===== src/rtl/sdspi_pkg.sv =====
// shared types, constants and helpers of the sd spi command engine
package sdspi_pkg;

	// engine phase
	typedef enum logic [2:0] {
		PH_IDLE    = 3'd0,
		PH_ECHO    = 3'd1,
		PH_HUNT    = 3'd2,
		PH_COLLECT = 3'd3,
		PH_TAIL    = 3'd4
	} phase_t;

	// configuration register indexes
	typedef enum logic [1:0] {
		REG_LONG_LEN  = 2'd0,
		REG_BUSY_LEN  = 2'd1,
		REG_SHORT_LEN = 2'd2
	} reg_idx_t;

	localparam logic       OP_COMMAND   = 1'b0;
	localparam logic       OP_RECEIVE   = 1'b1;
	localparam logic [5:0] CMD_SEND_IF  = 6'd8;
	localparam logic [5:0] CMD_STOP     = 6'd12;
	localparam logic [5:0] CMD_READ_MUL = 6'd18;
	localparam logic [7:0] START_BITS   = 8'h40;
	localparam logic [7:0] DUMMY_BYTE   = 8'hFF;
	localparam logic [3:0] ECHO_BYTES   = 4'd7;
	localparam logic [2:0] CMD_RESULTS  = 3'd7;
	localparam logic [2:0] LAST_CMD_K   = 3'd6;

	// engine state
	typedef struct packed {
		phase_t      phase;
		logic [3:0]  byte_count;
		logic [3:0]  response_length;
		logic [63:0] assembled_response;
		logic        multi_block_read;
	} state_t;

	// one input request
	typedef struct packed {
		logic        operation;
		logic [5:0]  command_index;
		logic [31:0] command_argument;
		logic [7:0]  command_crc;
		logic [7:0]  received_byte;
	} item_t;

	// one result
	typedef struct packed {
		logic        transmit_valid;
		logic [7:0]  transmit_byte;
		logic        select_hold;
		logic        select_auto;
		logic        response_valid;
		logic [63:0] response;
		logic        last;
	} result_t;

	// length register zero reads as one, above eight as eight
	function automatic logic [3:0] clamp_len(input logic [3:0] v);
		logic [3:0] r;
		r = v;
		if (v == 4'd0) r = 4'd1;
		else if (v > 4'd8) r = 4'd8;
		return r;
	endfunction

endpackage


===== src/rtl/sdspi_cmd_if.sv =====
// request channel carrying commands and received link bytes
interface sdspi_cmd_if;
	logic        valid;
	logic        ready;
	logic        operation;
	logic [5:0]  command_index;
	logic [31:0] command_argument;
	logic [7:0]  command_crc;
	logic [7:0]  received_byte;

	modport source (output valid, operation, command_index, command_argument,
		command_crc, received_byte, input ready);
	modport sink (input valid, operation, command_index, command_argument,
		command_crc, received_byte, output ready);
endinterface


===== src/rtl/sdspi_rsp_if.sv =====
// result channel carrying transmit bytes, select control and responses
interface sdspi_rsp_if;
	logic        valid;
	logic        ready;
	logic        transmit_valid;
	logic [7:0]  transmit_byte;
	logic        select_hold;
	logic        select_auto;
	logic        response_valid;
	logic [63:0] response;
	logic        last;

	modport source (output valid, transmit_valid, transmit_byte, select_hold,
		select_auto, response_valid, response, last, input ready);
	modport sink (input valid, transmit_valid, transmit_byte, select_hold,
		select_auto, response_valid, response, last, output ready);
endinterface


===== src/rtl/sdspi_step.sv =====
// per-request decode: result count, k-th result and next engine state
module sdspi_step (
	input  sdspi_pkg::state_t  state,
	input  sdspi_pkg::item_t   item,
	input  logic [2:0]         k,
	input  logic [3:0]         long_len,
	input  logic [3:0]         busy_len,
	input  logic [3:0]         short_len,
	output logic [2:0]         nres,
	output sdspi_pkg::result_t res,
	output sdspi_pkg::state_t  nstate
);
	import sdspi_pkg::*;

	logic [3:0]  bc_inc;
	logic [63:0] asm_shift;
	logic        fin_hunt;
	logic        fin_collect;

	assign bc_inc      = state.byte_count + 4'd1;
	assign asm_shift   = {state.assembled_response[55:0], item.received_byte};
	assign fin_hunt    = (4'd1 >= state.response_length);
	assign fin_collect = (bc_inc >= state.response_length);

	// command framing, dummy byte or final result selection, and next engine state
	always_comb begin
		logic finishing;
		nres      = 3'd0;
		res       = '0;
		nstate    = state;
		finishing = 1'b0;
		if (item.operation == OP_COMMAND) begin
			if (state.phase == PH_IDLE) begin
				nres = CMD_RESULTS;
				if (item.command_index == CMD_SEND_IF)
					nstate.response_length = clamp_len(long_len);
				else if (item.command_index == CMD_STOP)
					nstate.response_length = clamp_len(busy_len);
				else
					nstate.response_length = clamp_len(short_len);
				nstate.multi_block_read   = (item.command_index == CMD_READ_MUL);
				nstate.byte_count         = 4'd0;
				nstate.assembled_response = '0;
				nstate.phase              = PH_ECHO;
				res.transmit_valid = 1'b1;
				res.last           = (k == LAST_CMD_K);
				unique case (k)
					3'd0: begin
						res.transmit_byte = DUMMY_BYTE;
						res.select_hold   = (item.command_index != CMD_STOP);
					end
					3'd1: res.transmit_byte = START_BITS | {2'b00, item.command_index};
					3'd2: res.transmit_byte = item.command_argument[31:24];
					3'd3: res.transmit_byte = item.command_argument[23:16];
					3'd4: res.transmit_byte = item.command_argument[15:8];
					3'd5: res.transmit_byte = item.command_argument[7:0];
					default: res.transmit_byte = item.command_crc;
				endcase
			end
		end else begin
			res.last = 1'b1;
			unique case (state.phase)
				PH_ECHO: begin
					if (bc_inc < ECHO_BYTES) begin
						nstate.byte_count = bc_inc;
					end else begin
						nstate.byte_count  = 4'd0;
						nstate.phase       = PH_HUNT;
						nres               = 3'd1;
						res.transmit_valid = 1'b1;
						res.transmit_byte  = DUMMY_BYTE;
					end
				end
				PH_HUNT: begin
					nres = 3'd1;
					if (item.received_byte[7]) begin
						res.transmit_valid = 1'b1;
						res.transmit_byte  = DUMMY_BYTE;
					end else begin
						nstate.assembled_response = {56'd0, item.received_byte};
						nstate.byte_count         = 4'd1;
						if (fin_hunt) begin
							finishing = 1'b1;
						end else begin
							nstate.phase       = PH_COLLECT;
							res.transmit_valid = 1'b1;
							res.transmit_byte  = DUMMY_BYTE;
						end
					end
				end
				PH_COLLECT: begin
					nres                      = 3'd1;
					nstate.assembled_response = asm_shift;
					nstate.byte_count         = bc_inc;
					if (fin_collect) begin
						finishing = 1'b1;
					end else begin
						res.transmit_valid = 1'b1;
						res.transmit_byte  = DUMMY_BYTE;
					end
				end
				PH_TAIL: nstate.phase = PH_IDLE;
				default: ;
			endcase
			// completed response, with the extra dummy for a multi-block read, else auto select
			if (finishing) begin
				res.response_valid = 1'b1;
				res.response       = nstate.assembled_response;
				if (state.multi_block_read) begin
					res.transmit_valid = 1'b1;
					res.transmit_byte  = DUMMY_BYTE;
					nstate.phase       = PH_TAIL;
				end else begin
					res.select_auto = 1'b1;
					nstate.phase    = PH_IDLE;
				end
			end
		end
	end

endmodule


===== src/rtl/sd_spi_command_engine.sv =====
// Top level: a command from idle yields 7 results (else none); a received byte yields 0 or 1.
// A request is held in the input register; its results are registered in the result register.
// Throughput: one received byte per cycle while rsp is not stalled; a command holds the input
// register until the single result register has taken its 7 results, one per unstalled cycle.
// Reset: arst_n clears the phase to idle, counters, response and valid flags; length
// registers reset to 5 (long), 1 (busy), 1 (short).
module sd_spi_command_engine (
	input  logic         clk,
	input  logic         arst_n,
	sdspi_cmd_if.sink    cmd,
	sdspi_rsp_if.source  rsp,
	input  logic         psel,
	input  logic         penable,
	input  logic         pwrite,
	input  logic [3:0]   paddr,
	input  logic [31:0]  pwdata,
	output logic [31:0]  prdata,
	output logic         pready
);
	import sdspi_pkg::*;

	logic [3:0] long_len_q;
	logic [3:0] busy_len_q;
	logic [3:0] short_len_q;
	reg_idx_t   reg_sel;
	logic       cfg_write;

	state_t     state_q;
	state_t     nstate;
	item_t      item_s1;
	logic       valid_s1;
	logic [2:0] k_q;
	logic [2:0] nres;
	result_t    res;
	result_t    out_q;
	logic       out_valid_q;

	logic       can_load;
	logic       emit;
	logic       done_s1;
	logic       accept;

	// configuration port
	assign pready    = 1'b1;
	assign reg_sel   = reg_idx_t'(paddr[3:2]);
	assign cfg_write = psel && penable && pwrite && pready;

	always_ff @(posedge clk or negedge arst_n) begin
		if (!arst_n) begin
			long_len_q  <= 4'd5;
			busy_len_q  <= 4'd1;
			short_len_q <= 4'd1;
		end else if (cfg_write) begin
			unique case (reg_sel)
				REG_LONG_LEN:  long_len_q  <= pwdata[3:0];
				REG_BUSY_LEN:  busy_len_q  <= pwdata[3:0];
				REG_SHORT_LEN: short_len_q <= pwdata[3:0];
				default: ;
			endcase
		end
	end

	always_comb begin
		unique case (reg_sel)
			REG_LONG_LEN:  prdata = {28'd0, long_len_q};
			REG_BUSY_LEN:  prdata = {28'd0, busy_len_q};
			REG_SHORT_LEN: prdata = {28'd0, short_len_q};
			default:       prdata = 32'd0;
		endcase
	end

	// decode of the held request
	sdspi_step u_step (
		.state     (state_q),
		.item      (item_s1),
		.k         (k_q),
		.long_len  (long_len_q),
		.busy_len  (busy_len_q),
		.short_len (short_len_q),
		.nres      (nres),
		.res       (res),
		.nstate    (nstate)
	);

	// handshake between input register and result register
	assign can_load  = !out_valid_q || rsp.ready;
	assign emit      = valid_s1 && (nres != 3'd0) && can_load;
	assign done_s1   = valid_s1 && ((nres == 3'd0) || (emit && res.last));
	assign cmd.ready = !valid_s1 || done_s1;
	assign accept    = cmd.valid && cmd.ready;

	// input register
	always_ff @(posedge clk or negedge arst_n) begin
		if (!arst_n) begin
			valid_s1 <= 1'b0;
		end else if (accept) begin
			valid_s1 <= 1'b1;
		end else if (done_s1) begin
			valid_s1 <= 1'b0;
		end
	end

	always_ff @(posedge clk) begin
		if (accept) begin
			item_s1.operation        <= cmd.operation;
			item_s1.command_index    <= cmd.command_index;
			item_s1.command_argument <= cmd.command_argument;
			item_s1.command_crc      <= cmd.command_crc;
			item_s1.received_byte    <= cmd.received_byte;
		end
	end

	// result index, advanced per result, and engine state, committed when the request retires
	always_ff @(posedge clk or negedge arst_n) begin
		if (!arst_n) begin
			k_q     <= 3'd0;
			state_q <= '{phase: PH_IDLE, byte_count: 4'd0, response_length: 4'd0,
				assembled_response: 64'd0, multi_block_read: 1'b0};
		end else if (done_s1) begin
			k_q     <= 3'd0;
			state_q <= nstate;
		end else if (emit) begin
			k_q <= k_q + 3'd1;
		end
	end

	// result register
	always_ff @(posedge clk or negedge arst_n) begin
		if (!arst_n) begin
			out_valid_q <= 1'b0;
		end else if (emit) begin
			out_valid_q <= 1'b1;
		end else if (rsp.ready) begin
			out_valid_q <= 1'b0;
		end
	end

	always_ff @(posedge clk) begin
		if (emit) begin
			out_q <= res;
		end
	end

	assign rsp.valid          = out_valid_q;
	assign rsp.transmit_valid = out_q.transmit_valid;
	assign rsp.transmit_byte  = out_q.transmit_byte;
	assign rsp.select_hold    = out_q.select_hold;
	assign rsp.select_auto    = out_q.select_auto;
	assign rsp.response_valid = out_q.response_valid;
	assign rsp.response       = out_q.response;
	assign rsp.last           = out_q.last;

	// a completed response always closes its request
	a_resp_last: assert property (@(posedge clk) disable iff (!arst_n)
		rsp.valid && rsp.response_valid |-> rsp.last)
		else $error("response result without last");

	// only a command request walks through several results
	a_multi_cmd: assert property (@(posedge clk) disable iff (!arst_n)
		k_q != 3'd0 |-> valid_s1 && (item_s1.operation == OP_COMMAND))
		else $error("result index advanced for a received byte");

	// a command's results are emitted only from idle
	a_cmd_idle: assert property (@(posedge clk) disable iff (!arst_n)
		emit && (item_s1.operation == OP_COMMAND) |-> state_q.phase == PH_IDLE)
		else $error("command framed while busy");

endmodule

===== src/flat_wrapper.sv =====
// flat-port wrapper written by rule: the top's interface ports become plain ports
module sd_spi_command_engine_flat import sdspi_pkg::*;
  (clk, arst_n, psel, penable, pwrite, paddr, pwdata, prdata, pready, cmd_valid, cmd_operation, cmd_command_index, cmd_command_argument, cmd_command_crc, cmd_received_byte, cmd_ready, rsp_valid, rsp_transmit_valid, rsp_transmit_byte, rsp_select_hold, rsp_select_auto, rsp_response_valid, rsp_response, rsp_last, rsp_ready);
  sdspi_cmd_if cmd_i ();
  sdspi_rsp_if rsp_i ();
  input  logic clk;
  input  logic arst_n;
  input  logic psel;
  input  logic penable;
  input  logic pwrite;
  input  logic [3:0] paddr;
  input  logic [31:0] pwdata;
  output logic [31:0] prdata;
  output logic pready;
  input wire logic [$bits(cmd_i.valid)-1:0] cmd_valid;
  input wire logic [$bits(cmd_i.operation)-1:0] cmd_operation;
  input wire logic [$bits(cmd_i.command_index)-1:0] cmd_command_index;
  input wire logic [$bits(cmd_i.command_argument)-1:0] cmd_command_argument;
  input wire logic [$bits(cmd_i.command_crc)-1:0] cmd_command_crc;
  input wire logic [$bits(cmd_i.received_byte)-1:0] cmd_received_byte;
  output wire logic [$bits(cmd_i.ready)-1:0] cmd_ready;
  output wire logic [$bits(rsp_i.valid)-1:0] rsp_valid;
  output wire logic [$bits(rsp_i.transmit_valid)-1:0] rsp_transmit_valid;
  output wire logic [$bits(rsp_i.transmit_byte)-1:0] rsp_transmit_byte;
  output wire logic [$bits(rsp_i.select_hold)-1:0] rsp_select_hold;
  output wire logic [$bits(rsp_i.select_auto)-1:0] rsp_select_auto;
  output wire logic [$bits(rsp_i.response_valid)-1:0] rsp_response_valid;
  output wire logic [$bits(rsp_i.response)-1:0] rsp_response;
  output wire logic [$bits(rsp_i.last)-1:0] rsp_last;
  input wire logic [$bits(rsp_i.ready)-1:0] rsp_ready;
  assign cmd_i.valid = cmd_valid;
  assign cmd_i.operation = cmd_operation;
  assign cmd_i.command_index = cmd_command_index;
  assign cmd_i.command_argument = cmd_command_argument;
  assign cmd_i.command_crc = cmd_command_crc;
  assign cmd_i.received_byte = cmd_received_byte;
  assign cmd_ready = cmd_i.ready;
  assign rsp_valid = rsp_i.valid;
  assign rsp_transmit_valid = rsp_i.transmit_valid;
  assign rsp_transmit_byte = rsp_i.transmit_byte;
  assign rsp_select_hold = rsp_i.select_hold;
  assign rsp_select_auto = rsp_i.select_auto;
  assign rsp_response_valid = rsp_i.response_valid;
  assign rsp_response = rsp_i.response;
  assign rsp_last = rsp_i.last;
  assign rsp_i.ready = rsp_ready;
  sd_spi_command_engine u_core (.clk(clk), .arst_n(arst_n), .cmd(cmd_i), .rsp(rsp_i), .psel(psel), .penable(penable), .pwrite(pwrite), .paddr(paddr), .pwdata(pwdata), .prdata(prdata), .pready(pready));
endmodule

===== config.mk =====
export PLATFORM = sky130hd
export DESIGN_NAME = sd_spi_command_engine_flat
export DESIGN_NICKNAME = d
export VERILOG_FILES = /design/src/rtl/sdspi_pkg.sv /design/src/rtl/sdspi_cmd_if.sv /design/src/rtl/sdspi_rsp_if.sv /design/src/rtl/sdspi_step.sv /design/src/rtl/sd_spi_command_engine.sv /design/src/flat_wrapper.sv
export SDC_FILE = /design/constraint.sdc
export NUM_CORES = 1
export LEC_CHECK = 0
export ABC_AREA = 1
export BUFFER_PORTS_ARGS = -buffer_cell sky130_fd_sc_hd__buf_2
export CAP_MARGIN = 20
export CORE_MARGIN = 5
export CORE_UTILIZATION = 40
export CTS_CLUSTER_DIAMETER = 100
export CTS_CLUSTER_SIZE = 12
export DETAILED_ROUTE_END_ITERATION = 12
export GPL_TIMING_DRIVEN = 0
export HOLD_SLACK_MARGIN = 0.06
export PLACE_DENSITY = 0.62
export SETUP_SLACK_MARGIN = 0.05
export SKIP_LAST_GASP = 1
export SYNTH_ARGS = -nofsm -noshare
export SYNTH_HDL_FRONTEND = slang
export SYNTH_SLANG_ARGS = --single-unit

===== constraint.sdc =====
create_clock -name clk -period 6.4 [get_ports clk]
set_clock_uncertainty 0.1 [all_clocks]
set_input_delay 0.32 -clock clk [delete_from_list [all_inputs] [get_ports clk]]
set_output_delay 0.32 -clock clk [all_outputs]
set_load 0.02 [all_outputs]

[Word level (Yosys, flattened, before mapping)]
Cells that the tools add are included.
W data, S select, Z words.
Operators by class
  $add $sub $neg: 2
  multipliers: 0
  divide/modulo/power cells: 0
  $lt $le $gt $ge: 6
  equality and inequality tests: 22
  shift operators: 0
  multiplexer cells: 52
  bitwise operators: 3
  reductions and logical operators: 34
Operators with widths (count)
  $mux W64: 2
  $pmux W64 S2: 1
  $mux W76: 1
  $mux W65: 1
  $mux W9: 7
  $pmux W8 S6: 1
  $mux W4: 9
  $pmux W9 S3: 1
  $mux W3: 8
  $pmux W4 S3: 2
  $ne A4 B4 Y1 const B: 4
  $mux W7: 2
  $mux W1: 13
  $eq A3 B2 Y1 const B: 4
  $eq A3 B3 Y1 const B: 4
  $eq A6 B4 Y1 const B: 2
  $gt A4 B4 Y1 const B: 3
  $logic_not A4 Y1: 3
  $mux W10: 1
  $reduce_and A2 Y1: 5
  $logic_not A3 Y1: 3
  $pmux W3 S3: 1
  $reduce_bool A2 Y1: 4
  $logic_and A1 B1 Y1: 7
  other kinds (23): 30
Storage, ports and cells
  bits in registers: 225
  bits in latches: 0
  memory bits (writable): 0
  memory bits (read-only): 0
  bits of input ports: 98
  output and inout bits: 112
  logic and storage cells: 142
  memories kept: 0

[Depth between registers and ports, before layout]
Gate-level depths: netlist (run 1).
  word-level depth: 14
  gate-level depth with buffers: 18
  gate-level depth less buffers: 18

[Hierarchy]
From an unflattened synthesis (run 1), not the netlist that was laid out.
Unflattened totals
  cells, all modules: 1236
  area, all modules: 11086.9 um^2
Modules (own cells, without submodules)
  sd_spi_command_engine: times used 1, cells an instance 597, area each 8015.2 um^2, seq. area each 6296.0 um^2
  sdspi_step: times used 1, cells an instance 639, area each 3071.7 um^2, seq. area each 0.0 um^2

[Worst setup path after synthesis (run 1)]
No wires, ideal clock.
  path type: register -> register
  start point: register u_core.state_q[69] in the netlist's numbering
  end point: register u_core.k_q[1]
  setup time: 0.119 ns
  arrival time: 5.061 ns
  data required time: 6.181 ns
  setup slack: 1.120 ns
  cell stages (with the launch flop): 12
  buffers on the path: 0
  clock period less this slack: 5.280 ns
  cells stage by stage: dfrtp_1 -> ha_1 -> nand2_1 -> nand3_1 -> nand3_1 -> nand2_1 -> a21oi_2 -> nand2_1 -> nor2_1 -> o21ai_0 -> nand2_1 -> inv_1
On the way
  word-level cells in the longest chain between the ends: 12
  elaborated cells between the ends (all ways): 14
  classes of those cells: add/sub (1); order compare (1); mux (4); reduce/logical (8)
RTL lines
  start: declaration: RTL line sd_spi_command_engine.sv:28  | state_t state_q;
  start signal: assignment: RTL line sd_spi_command_engine.sv:117  | state_q <= '{phase: PH_IDLE, byte_count: 4'd0, response_length: 4'd0,
  start signal: assignment: RTL line sd_spi_command_engine.sv:121  | state_q <= nstate;
  $add A4 B1 Y4 *: RTL line sdspi_step.sv:20  | assign bc_inc = state.byte_count + 4'd1;
  $lt A4 B3 Y1 *: RTL line sdspi_step.sv:64  | if (bc_inc < ECHO_BYTES) begin
  $mux W1 *: RTL line sdspi_step.sv:64
  $pmux W1 S2 *: RTL line sdspi_step.sv:62  | unique case (state.phase)
  $mux W3 *: RTL line sdspi_step.sv:32  | if (item.operation == OP_COMMAND) begin
  $reduce_bool A3 Y1 *: RTL line sd_spi_command_engine.sv:87  | assign emit = valid_s1 && (nres != 3'd0) && can_load;
  $logic_and A1 B1 Y1 * (2 in series): RTL line sd_spi_command_engine.sv:87
  net u_core.emit: RTL line sd_spi_command_engine.sv:39  | logic emit;
  $logic_and A1 B1 Y1: RTL line sd_spi_command_engine.sv:88  | assign done_s1 = valid_s1 && ((nres == 3'd0) || (emit && res.last));
  $logic_or A1 B1 Y1: RTL line sd_spi_command_engine.sv:88
  $logic_and A1 B1 Y1: RTL line sd_spi_command_engine.sv:88
  $mux W3 or $reduce_bool A2 Y1 (tied branches)
  end signal: assignment: RTL line sd_spi_command_engine.sv:123  | k_q <= k_q + 3'd1;
  end: declaration: RTL line sd_spi_command_engine.sv:32  | logic [2:0] k_q;
The timed path passes the listed nets; every way through them passes the cells marked *.
A chain may end at the register's enable or synchronous reset.

[Final worst setup path (run 1)]
  start point: register u_core.state_q[69] in the netlist's numbering
  end point: register u_core.out_q, in the netlist u_core.rsp.response[60] (data pin)
On the way
  word-level cells in the longest chain between the ends: 6
RTL lines
  $add A4 B1 Y4: RTL line sdspi_step.sv:20
  $ge A4 B4 Y1: RTL line sdspi_step.sv:23  | assign fin_collect = (bc_inc >= state.response_length);
  $mux W1: RTL line sdspi_step.sv:95  | if (fin_collect) begin
  $pmux W1 S2: RTL line sdspi_step.sv:62
  $mux W1: RTL line sdspi_step.sv:32
  $reduce_and A2 Y1 (no line)
  end signal: assignment: RTL line sd_spi_command_engine.sv:140  | out_q <= res;
  end: declaration: RTL line sd_spi_command_engine.sv:35  | result_t out_q;
No other way between the ends. The select of a mux whose other input is x is not followed.

==> results list, run 1 <==
- Clock tree synthesis inserted a total of 22 buffers.
- Max-capacitance violation count: 0
* Post-layout min period: between 3000 and 4000 ps
- HP Class: input pin to async pin
- Across the whole layout, storage elements account for 6300 um^2.
* Req. time, crit path: 6520 ps
- Later-pin clock latency in the skew report: about 500 ps
- Maximum clock rate: around 0.32 GHz
- Final Hold Violating Endpoints: 0
- CTS clk-pin slew, worst paths: around 60 ps
* Crit path DAT: about 3200 ps
- Routed Wire Length: around 24,000 um
* Critical Path Source Type: register
- Traced cell by cell, the critical path runs through ha_1 -> inv_1 -> nand2_1 -> nand2_1 -> inv_1 -> ha_1 -> nand2_1 -> inv_1 -> nand3_1 -> nand3_1 -> nand2_1 -> nand2_1 -> inv_2 -> buf_2 -> clkbuf_1 -> nor2_1.
* Violation count after the first detailed-routing iteration: 411
- Flip-flop and latch count after synthesis: 225
* Global route total overflow: 0
* Combinational Power Share: 0.359
- In this run the tightest slew margin relative to its limit is 0.606.
- Effective utilization at floorplan: 0.402
* Die extent in x: between 150 and 200 um
- Tightest Pin Transition: between 500 and 600 ps
- Initial antenna violation count: 0
- Finish-stage setup viols: 0
- Among all stages on the critical path, the largest delay is contributed by sky130_fd_sc_hd__dfrtp_1.
- Area grow syn2layout: 26.6%
- Dividing the final minimum period by the clock period gives 0.484.
- Clock tree from TritonCTS: yes
- Worst hold slack: about 260 ps
- The cell area that synthesis handed to floorplanning was roughly 10,000 um^2.
* Top library cells by usage in the layout, fill and taps aside: 190 x sky130_fd_sc_hd__nand2_1, 158 x sky130_fd_sc_hd__buf_2, 132 x sky130_fd_sc_hd__edfxtp_1
- Filler cell count: 2,268
* Half-perimeter wire length after detailed placement: around 17,000 um
- Of the total power, the share spent switching nets is 0.372.
- The number of buffers and inverters on the critical path is 6.
- After detailed routing, the average wire length per cell comes to 15.4 um.
- Mean instance size in the synthesized netlist: a little over 10 um^2
- GP Congestion: approximately 0.85
- Vias in the first global route: between 7,000 and 8,000
- Input and output buffers added on the ports amount to 150.
* Part of the power in the clock network: 0.222
* Post-route ant nets: 0
- Summing all multi-input logic gate instances after layout gives between 3000 and 4000 um^2.
- Counting tap cells, the placed design contains a total of about 1,500 instances.
* I/O pin count: 210
- Worst path top cell family by delay: buffers and inverters
- H-tree depth: 1
- Global-route wire length before repair: 40,000 um
- The synthesized netlist contains 37 unique library cells.
- Number of buffers added for setup after CTS: 0
- Global routing usage summed across all routing layers: 0.172
- P per Cell Area: between 400 and 500 nW/um^2
* Kind of end point of the critical path: register
- Root Buffer: sky130_fd_sc_hd__clkbuf_16
- DRT Pass-1 Iters: 5
- Sequential share of power: 0.419
- 0 antenna diodes ended up in the layout.
- Synthesized netlist cell count: between 900 and 1,000
- RSZ-0062 raised after global routing: false
- The internal portion of the total power is between 3000 and 4000 uW.
- Fraction of the yosys area taken by sequential cells: 0.628
- Critical setup path kind: register to register
- Largest fanout on the critical path: 10
* Detailed-route via count: 7,675
- Clk buf depth: 3
* Number of cells in the finished layout apart from fillers: around 1,600
- Once the clock tree was built, the resizer swapped 0 gates to a different size.
- The library cell used most frequently in the layout, excluding fill and tap cells, is sky130_fd_sc_hd__nand2_1.
* Area of the core region: between 20,000 and 25,000 um^2
* Run status: finished clean
- By instance count, the cell type seen most on the critical path is sky130_fd_sc_hd__nand2_1.
* Layout Nets: approximately 1,300
- Count of yosys warnings during synthesis: 0
* Stage delay of the slowest cell on the critical path: 470 ps
* Overall die height: between 150 and 200 um
- Ratio of cells with drive above 1 in the final layout: 0.236
- Entering global routing, the biggest net connects 53 pins.
- For this design, the sink count on the clock tree is between 200 and 250.
- The initialized floorplan defines 58 standard-cell rows.
- Summed over all nets, the switching power comes to a little under 2000 uW.
- The final-report max-slew violation count came to 0.
* Overall die area: around 28,000 um^2
- After detailed routing, the number of vias per cell comes to 4.85.
- VDD IR-drop max: between 200 and 300 uV
- Total of hold buffers inserted after clock tree synthesis: between 60 and 70
- For this design the static power due to leakage is approximately 0.0055 uW.
- Total DRC errors in the routed layout: 0
[cell families after synthesis]
kind of cell	synth area share
and+or+nand+nor	0.166
DFF	0.628
AOI/OAI and AO/OA	0.120
buffers and inverters	0.0707
adders and majority gates	0.0137
other	0.000749
xor gates and xnor gates	0.000873
[worst register-to-register path: stages (launching register included)]
cell and delay [ps]:
sky130_fd_sc_hd__dfrtp_1 470, sky130_fd_sc_hd__ha_1 250, sky130_fd_sc_hd__inv_1 50, sky130_fd_sc_hd__nand2_1 60, sky130_fd_sc_hd__nand2_1 90, sky130_fd_sc_hd__inv_1 60
sky130_fd_sc_hd__ha_1 260, sky130_fd_sc_hd__nand2_1 60, sky130_fd_sc_hd__inv_1 50, sky130_fd_sc_hd__nand3_1 60, sky130_fd_sc_hd__nand3_1 130, sky130_fd_sc_hd__nand2_1 110
sky130_fd_sc_hd__nand2_1 80, sky130_fd_sc_hd__inv_2 80, sky130_fd_sc_hd__buf_2 280, sky130_fd_sc_hd__clkbuf_1 460, sky130_fd_sc_hd__nor2_1 160
[power by group through the flow]
stage	Sequential, uW	Combinational (uW)	Clock [uW]
after floorplan	2410	1150	0
after global placement	2300	1820	0
after detailed placement	2260	1890	0
after CTS	2240	1930	1220
after global routing	2290	2140	1280
final	2240	1920	1190
[stage by stage]
step / setup WS (ps) / setup TNS, ps / total power (uW) / area, um^2 / utilization
2_1_floorplan: 1120 / 0 / 3560 / 10100 / -
3_3_place_gp: -663 / -43920 / 4110 / 11300 / 0.453
3_5_place_dp: 3290 / 0 / 4160 / 11400 / 0.458
4_1_cts: 3270 / 0 / 5390 / 12700 / 0.509
5_1_grt: 2960 / 0 / 5710 / 12700 / 0.509
6_report: 3300 / 0 / 5340 / 12700 / 0.509
[final timing paths]
check / depth (start not counted) / slack (ps) / start / end
setup / recovery: 16 / 3300 / u_core.state_q[69]$_DFFE_PN0P_ / u_core.rsp.response[60]$_SDFFCE_PN0P_
hold / removal: 2 / 260 / arst_n / u_core.state_q[57]$_DFFE_PN0P_
setup reg to reg: 16 / 3300 / u_core.state_q[69]$_DFFE_PN0P_ / u_core.rsp.response[60]$_SDFFCE_PN0P_
hold reg to reg: 2 / 390 / u_core.busy_len_q[1]$_DFFE_PN0P_ / u_core.busy_len_q[1]$_DFFE_PN0P_
max in group asynchronous: 3 / 5270 / arst_n / u_core.state_q[4]$_DFFE_PN0P_
min in group clk: 4 / 270 / paddr[3] / u_core.long_len_q[2]$_DFFE_PN1P_
[flip-flops by register name, indices dropped and copies added (netlist names), 3 cells and up]
register                  cells
u_core.state_q               76
u_core.rsp.response          64
u_core.item_s1               55
u_core.rsp.transmit_byte      8
u_core.busy_len_q             4
u_core.long_len_q             4
u_core.short_len_q            4
u_core.k_q                    3
[Yosys cell counts]
cell type,instances,area share
sky130_fd_sc_hd__a211oi_1,3,0.0022
sky130_fd_sc_hd__a21oi_1,12,0.0060
sky130_fd_sc_hd__a21oi_2,1,0.00087
sky130_fd_sc_hd__a221oi_1,3,0.0026
sky130_fd_sc_hd__a22o_1,2,0.0017
sky130_fd_sc_hd__and3_1,1,0.00062
sky130_fd_sc_hd__buf_1,1,0.00037
sky130_fd_sc_hd__buf_2,9,0.0045
sky130_fd_sc_hd__buf_4,33,0.025
sky130_fd_sc_hd__buf_6,2,0.0022
sky130_fd_sc_hd__clkbuf_1,26,0.0097
sky130_fd_sc_hd__clkinv_1,1,0.00037
sky130_fd_sc_hd__conb_1,2,0.00075
sky130_fd_sc_hd__dfrtp_1,89,0.22
sky130_fd_sc_hd__dfstp_2,4,0.010
sky130_fd_sc_hd__edfxtp_1,132,0.40
sky130_fd_sc_hd__ha_1,11,0.014
sky130_fd_sc_hd__inv_1,71,0.027
sky130_fd_sc_hd__inv_2,6,0.0022
sky130_fd_sc_hd__nand2_1,190,0.071
sky130_fd_sc_hd__nand3_1,28,0.014
sky130_fd_sc_hd__nand3_2,1,0.0010
sky130_fd_sc_hd__nand4_1,12,0.0075
sky130_fd_sc_hd__nor2_1,86,0.032
sky130_fd_sc_hd__nor2_2,4,0.0025
sky130_fd_sc_hd__nor3_1,6,0.0030
sky130_fd_sc_hd__nor3_2,1,0.0010
sky130_fd_sc_hd__nor4_1,2,0.0012
sky130_fd_sc_hd__o2111ai_1,1,0.00087
sky130_fd_sc_hd__o211ai_1,66,0.049
sky130_fd_sc_hd__o21ai_0,46,0.023
sky130_fd_sc_hd__o21ai_1,58,0.029
sky130_fd_sc_hd__o21ai_2,1,0.00087
sky130_fd_sc_hd__o22ai_1,3,0.0019
sky130_fd_sc_hd__o31ai_4,1,0.0021
sky130_fd_sc_hd__or2_2,51,0.032
sky130_fd_sc_hd__xor2_1,1,0.00087
[final cells by class]
cell class / instances / area share
timing repair buffer: 217 / 0.118
sequential: 225 / 0.496
inverter: 78 / 0.0230
tap: 330 / 0.0325
buffer: 71 / 0.0328
clock buffer: 39 / 0.0500
clock inverter: 1 / 0.000394
multi-input combinational: 620 / 0.248
[layer usage]
layer / vias up / track usage / share of wire
li1: 3801 / - / -
met1: 3607 / 0.223 / 0.42
met3: 45 / 0.0399 / 0.072
met2: 222 / 0.289 / 0.48
met5: - / 0 / 0
met4: 0 / 0.0498 / 0.025
No activity file was read; power rests on OpenSTA's default activity.
==> run 2, diff against run 1 <==
clock period = 2.9 ns   (was 6.4 ns; I/O delays follow)
==> results list, run 2 (synthesis results as in run 1) <==
* Run status: finished clean
* Effective utilization at floorplan: 0.402
* Vias in the first global route: approximately 7,600
* Port Buffer Count: 150
- In this run the worst path has a maximum fanout of 10.
- Placed cell count: ~1,500
- The first global-routing pass estimated 40,400 um of wire.
- Number of cells in the finished layout apart from fillers: roughly 1,600
- Crit path DAT: between 2000 and 3000 ps
- Entering global routing, the biggest net connects 51 pins.
- Most Frequent Cell on Critical Path: sky130_fd_sc_hd__clkbuf_1
- Critical Path Source Type: register
* Routed Wire Length: 24,900 um
- Post-route ant nets: 0
- Instance count on the critical path: 10
- Root Buffer: sky130_fd_sc_hd__clkbuf_16
- In the layout the commonest cells are 186 x sky130_fd_sc_hd__nand2_1, 158 x sky130_fd_sc_hd__buf_2, 132 x sky130_fd_sc_hd__edfxtp_1.
- The final-report max-slew violation count came to 0.
- Power spread over the standard cell area amounts to 929 nW/um^2.
- The floorplan step defined a die boundary enclosing between 20,000 and 30,000 um^2.
- The clock period could shrink to 2650 ps.
* Stage delay of the slowest cell on the critical path: about 410 ps
- I/O pin count: 210
- After detailed routing, the number of remaining DRC violations is 0.
* Global routing usage summed across all routing layers: 0.175
- Clock latency on the worst-skew pair, taken at its later pin, is 510 ps.
- GP Congestion: ~0.86
- TritonCTS built the clock tree.
- After clock tree synthesis, the clock-pin slew on the worst setup and hold paths is approximately 70 ps.
- Dividing the detail-routed wire length by the instance count gives approximately 16 um.
- Critical path, cell by cell: inv_1 -> clkbuf_2 -> ha_1 -> clkbuf_1 -> nor2_1 -> nand4_1 -> clkbuf_1 -> o2111ai_1 -> o211ai_1 -> nand3_1
- Static timing analysis puts the maximum clock frequency at approximately 0.38 GHz.
- STA classifies the critical path endpoint as a register.
- Slew margin rel.: 0.572
* Global route total overflow: 0
* Clk buf depth: 3
- HP Class: input pin to register
- Half-perimeter wire length after detailed placement: between 15,000 and 20,000 um
- The register with the most flip-flops in the layout has 76 of them.
* Max-capacitance violation count: 0
* Req. time, crit path: 3050 ps
- The net count of the finished layout is ~1,400.
- TritonCTS created 22 clock buffers.
* Register containing the most flip-flops in the final layout: u_core.state_q
- The placed instances occupy a cell area of 11,400 um^2.
* Cell depth of the worst flop-to-flop path: 10
- Final instance area: between 10,000 and 15,000 um^2
- Detailed routing inserted a total of about 7,700 vias.
* Clock Sink Count: around 230
- VDD IR-drop max: roughly 600 uV
- Summed over all cells, the static leakage comes to roughly 0.0056 uW.
- Final critical-path share of the clock period: 0.915
* Area of the core region: about 25,000 um^2
- Area grow syn2layout: 27.5%
- The hold violation count in the final report was 0.
* Die extent in x: around 170 um
- RSZ-0062 raised after global routing: true
* Buffers & Inverters on Critical Path: 4
- Measured along the y axis, the die boundary spans around 170 um.
- Vias per Instance: a little under 5
* H-tree depth: 1
- Of the cells placed in the final design, the portion with a size suffix greater than 1 is 0.252.
- Worst path top cell family by delay: buffers and inverters
- Final core utilization: 0.512
- The initial antenna violation count is 1.
* Violation count after the first detailed-routing iteration: approximately 490
- Tightest Pin Transition: ~640 ps
- The library cell used most frequently in the layout, excluding fill and tap cells, is sky130_fd_sc_hd__nand2_1.
* Number of rows created at floorplan: 58
* Hold Crit Depth: 4
* Cell with the biggest individual delay on the critical path: sky130_fd_sc_hd__dfrtp_1
* Final worst setup slack: ~250 ps
- Finish-stage setup viols: 0
- The critical path is of the register to register type.
- The pre-antenna-repair detailed-routing pass consisted of 5 iterations.
- Setup Slack @ Placement: -280 ps
==> run 2: cell types whose count changed in the layout (fill, tap and decap cells not counted), moves of 2 or more <==
cell,delta
sky130_fd_sc_hd__nand3_1,-2
sky130_fd_sc_hd__buf_4,+5
sky130_fd_sc_hd__buf_12,+2
sky130_fd_sc_hd__clkbuf_2,+4
sky130_fd_sc_hd__dfrtp_2,+2
sky130_fd_sc_hd__dfrtp_1,-2
sky130_fd_sc_hd__nand2_2,+5
sky130_fd_sc_hd__clkbuf_1,-5
sky130_fd_sc_hd__nand3_2,+2
sky130_fd_sc_hd__nand2_1,-4
sky130_fd_sc_hd__buf_16,-2
==> run 2: per-layer routing <==
layer	up-vias	wire length [um]	global-route usage
met5	-	0	0
met4	0	644	0.0445
met3	40	1640	0.0369
met2	218	11900	0.290
met1	3580	10700	0.235
li1	3820	-	-
==> run 2: cell type report <==
| type | instances | area (um^2) |
|---|---|---|
| Inverter | 78 | 293 |
| Buffer | 71 | 429 |
| Clock buffer | 39 | 636 |
| Multi-Input combinational cell | 622 | 3190 |
| Clock inverter | 1 | 5.00 |
| Antenna cell | 1 | 2.50 |
| Timing Repair Buffer | 222 | 1520 |
| Fill cell | 2293 | 12200 |
| Tap cell | 330 | 413 |
| Sequential cell | 225 | 6300 |
==> run 2: final timing paths <==
check                                                  from                               endpoint  slack (ps)
min reg2reg                u_core.busy_len_q[2]$_DFFE_PN0P_       u_core.busy_len_q[2]$_DFFE_PN0P_         390
min in group asynchronous                            arst_n         u_core.state_q[60]$_DFFE_PN0P_         100
max in group asynchronous                            arst_n          u_core.state_q[4]$_DFFE_PN0P_        1910
max                               u_core.k_q[2]$_DFFE_PN0P_  u_core.rsp.transmit_byte[2]$_DFFE_PP_         250
min                                                paddr[3]       u_core.long_len_q[2]$_DFFE_PN1P_          70
max reg2reg                       u_core.k_q[2]$_DFFE_PN0P_  u_core.rsp.transmit_byte[2]$_DFFE_PP_         250
==> run 2: worst min-delay path, stage by stage <==
cell and delay, ps:
sky130_fd_sc_hd__buf_2 90, sky130_fd_sc_hd__nor2_1 90, sky130_fd_sc_hd__nand2_1 220, sky130_fd_sc_hd__o21ai_0 110
==> run 2: report_power, final <==
group	total [uW]	internal (uW)	switching, uW
combinational	4320	1520	2790
clock	2630	1480	1160
sequential	4940	4460	480
==> run 2: repair_timing <==
item / CTS / global route
buffers inserted: 2 / 3
gates resized for setup: 6 / 14
endpoints found under the hold margin: 153 / 0
cloned: 1 / 1
hold buffers: 63 / 0
setup endpoints to repair: 95 / 105
pin swaps: 1 / 1
==> run 2: per-stage QoR <==
step           setup TNS [ps]  hold WS, ps  power (uW)
2_1_floorplan           -4450         -251        7830
3_3_place_gp          -101440          222        9020
3_5_place_dp           -10970          108        9150
4_1_cts                     0         62.0       11900
5_1_grt                     0         99.8       12700
6_report                    0         67.2       11900
==> run 3, diff against run 2 <==
clock period = 2.93 ns   (was 2.9 ns; I/O delays follow)
==> results list, run 3 (synthesis results as in run 1) <==
* Routed Wire Length: 25,200 um
- Global-route wire length before repair: between 40,000 and 50,000 um
- Of the total power, the share spent switching nets is 0.372.
- The core region is between 20,000 and 25,000 um^2.
* Largest fanout on the critical path: 7
- CTS saw 225 sinks.
* Kind of end point of the critical path: register
- Half-perimeter wire length after detailed placement: between 15,000 and 20,000 um
- Maximum clock rate: 0.373 GHz
- Slew margin rel.: 0.565
* Root Buffer: sky130_fd_sc_hd__clkbuf_16
* Overall die height: approximately 170 um
- The min-delay analysis places its worst path in the category input pin to register.
* Vias in the first global route: between 7,000 and 8,000
- CTS clk-pin slew, worst paths: ~60 ps
* Cell leakage power: 0.00556 uW
- The worst register-to-register path begins at u_core.state_q[69]$_DFFE_PN0P_.
- Summing over every cut layer, the via total after detailed routing is between 7,000 and 8,000.
- After detailed routing, the number of vias per cell comes to about 4.8.
* Worst min-delay path startpoint: paddr[2]
- Setup violations remaining at the end of the flow were counted as 0.
- Global routing usage summed across all routing layers: 0.176
- In this run the remaining antenna-violating nets after routing total 0.
- The final-report max-slew violation count was 0.
- Combinational Power Share: 0.363
- Port Buffer Count: 150
- The hold violation count in the final report is 0.
- The internal power of the cells totals approximately 7400 uW.
* Final sum of negative setup slack: 0 ps
* Crit path DAT: 2820 ps
- Tightest Pin Transition: 652 ps
- Clk buf depth: 3
* Initial antenna violation count: 1
- Part of the power in the clock network: 0.221
* Global route total overflow: 0
* Overall die area: 28,300 um^2
- Setup repair after global routing could not meet its margin everywhere.
- Max FFs per register: 76
- Req. time, crit path: roughly 3100 ps
- Final core utilization: 0.512
* Area grow syn2layout: 27.4%
* Effective utilization at floorplan: 0.402
- Final critical-path share of the clock period: 0.915
- The share of total power dissipated in sequential elements is 0.416.
* P per Cell Area: slightly above 900 nW/um^2
* Cts bufs inserted: 22
- Leaving out fill and tap cells, the most frequent cells in the layout are 187 x sky130_fd_sc_hd__nand2_1, 159 x sky130_fd_sc_hd__buf_2, 132 x sky130_fd_sc_hd__edfxtp_1.
* Critical setup path kind: register to register
- After filler insertion, the fill cell instance count of the layout stands at between 2,000 and 2,500.
- Ratio of cells with drive above 1 in the final layout: 0.250
- The most critical setup path has its startpoint at u_core.state_q[69]$_DFFE_PN0P_.
* Number of cells in the finished layout apart from fillers: between 1,500 and 2,000
* Later-pin clock latency in the skew report: roughly 500 ps
- GP Congestion: between 0.8 and 0.9
* Critical Path Source Type: register
* Number of rows created at floorplan: 58
- TritonCTS built the clock tree.
- H-tree depth: 1
* Placed cell count: between 1,000 and 1,500
- Register containing the most flip-flops in the final layout: u_core.state_q
* Violation count after the first detailed-routing iteration: about 440
- Net switching power: about 4400 uW
* Post-layout min period: 2680 ps
- The tool flagged a number of max-cap violations equal to 0.
- Die extent in x: approximately 170 um
- Entering global routing, the biggest net connects 50 pins.
* PnR Total Power: roughly 12,000 uW
* Total DRC errors in the routed layout: 0
- The run finished with clean final reports.
* Leading cell type in the layout, fill and taps excluded: sky130_fd_sc_hd__nand2_1
* Mean routed wirelength per cell: about 16 um
* I/O pin count: 210
* VDD IR-drop max: 385 uV
- Before antenna repair, the detailed router went through 5 iterations.
- Layout Nets: about 1,400
[run 3: path summary, 6_finish.rpt]
check / end / slack, ps / depth (start not counted)
min in group asynchronous: u_core.state_q[60]$_DFFE_PN0P_ / 140 / 2
setup / recovery: u_core.rsp.transmit_byte[5]$_DFFE_PP_ / 250 / 17
hold / removal: u_core.short_len_q[0]$_DFFE_PN1P_ / 90 / 4
hold reg to reg: u_core.busy_len_q[2]$_DFFE_PN0P_ / 380 / 2
setup reg to reg: u_core.rsp.transmit_byte[5]$_DFFE_PP_ / 250 / 17
max in group asynchronous: u_core.state_q[6]$_DFFE_PN0P_ / 1920 / 3
[run 3: through the flow]
step	setup WS [ps]	hold slack [ps]	instance area (um^2)
after CTS	48.0	61.8	12700
final	250	89.9	12800
after global placement	-828	224	11300
after global routing	36.2	150	12800
after floorplan	-34.6	-249	10200
after detailed placement	-142	117	11400
[run 3: per-layer routing]
layer | vias to the layer above | share of wire | GRT usage
met1 | 3532 | 0.43 | 0.231
met4 | 0 | 0.024 | 0.0466
met5 | - | 0 | 0
li1 | 3815 | - | -
met3 | 45 | 0.067 | 0.0416
met2 | 235 | 0.48 | 0.295
[run 3: what timing repair did]
item	in CTS	in global routing
hold endpoints to repair	150	0
hold buffers	64	0
buffers inserted	1	3
cloned	0	1
resized for setup	4	16
pin swaps	1	0
setup endpoints to repair	57	80
[run 3: worst max-delay path, stage by stage (launching register included)]
cell and delay [ps]:
sky130_fd_sc_hd__dfrtp_2 450, sky130_fd_sc_hd__ha_2 200, sky130_fd_sc_hd__inv_1 50, sky130_fd_sc_hd__nand2_1 70, sky130_fd_sc_hd__nand2_1 100, sky130_fd_sc_hd__inv_1 60, sky130_fd_sc_hd__ha_1 260, sky130_fd_sc_hd__nand2_1 40
sky130_fd_sc_hd__inv_1 60, sky130_fd_sc_hd__nand3_1 80, sky130_fd_sc_hd__nand3_2 100, sky130_fd_sc_hd__nand2_1 80, sky130_fd_sc_hd__nand2_2 90, sky130_fd_sc_hd__inv_2 50, sky130_fd_sc_hd__nand2_1 90, sky130_fd_sc_hd__o211ai_1 190
sky130_fd_sc_hd__nand2_1 230, sky130_fd_sc_hd__nand3_1 100
[run 3: cell type report]
| cell class | count | area (um^2) | area share |
|---|---|---|---|
| antenna | 1 | 2.50 | 0.000196 |
| buffer | 71 | 429 | 0.0336 |
| clock buffer | 38 | 632 | 0.0494 |
| clock inverter | 1 | 5.00 | 0.000391 |
| inverter | 78 | 293 | 0.0229 |
| multi-input combinational | 621 | 3170 | 0.248 |
| sequential | 225 | 6300 | 0.493 |
| tap | 330 | 413 | 0.0323 |
| timing repair buffer | 223 | 1540 | 0.120 |
[run 3: power groups by stage]
stage                     clock network [uW]  registers [uW]  logic, uW
final                                   2600            4890       4260
after global routing                    2800            5000       4760
after CTS                               2650            4890       4230
after detailed placement                   0            4940       4130
after global placement                     0            4950       3980
after floorplan                            0            5220       2530
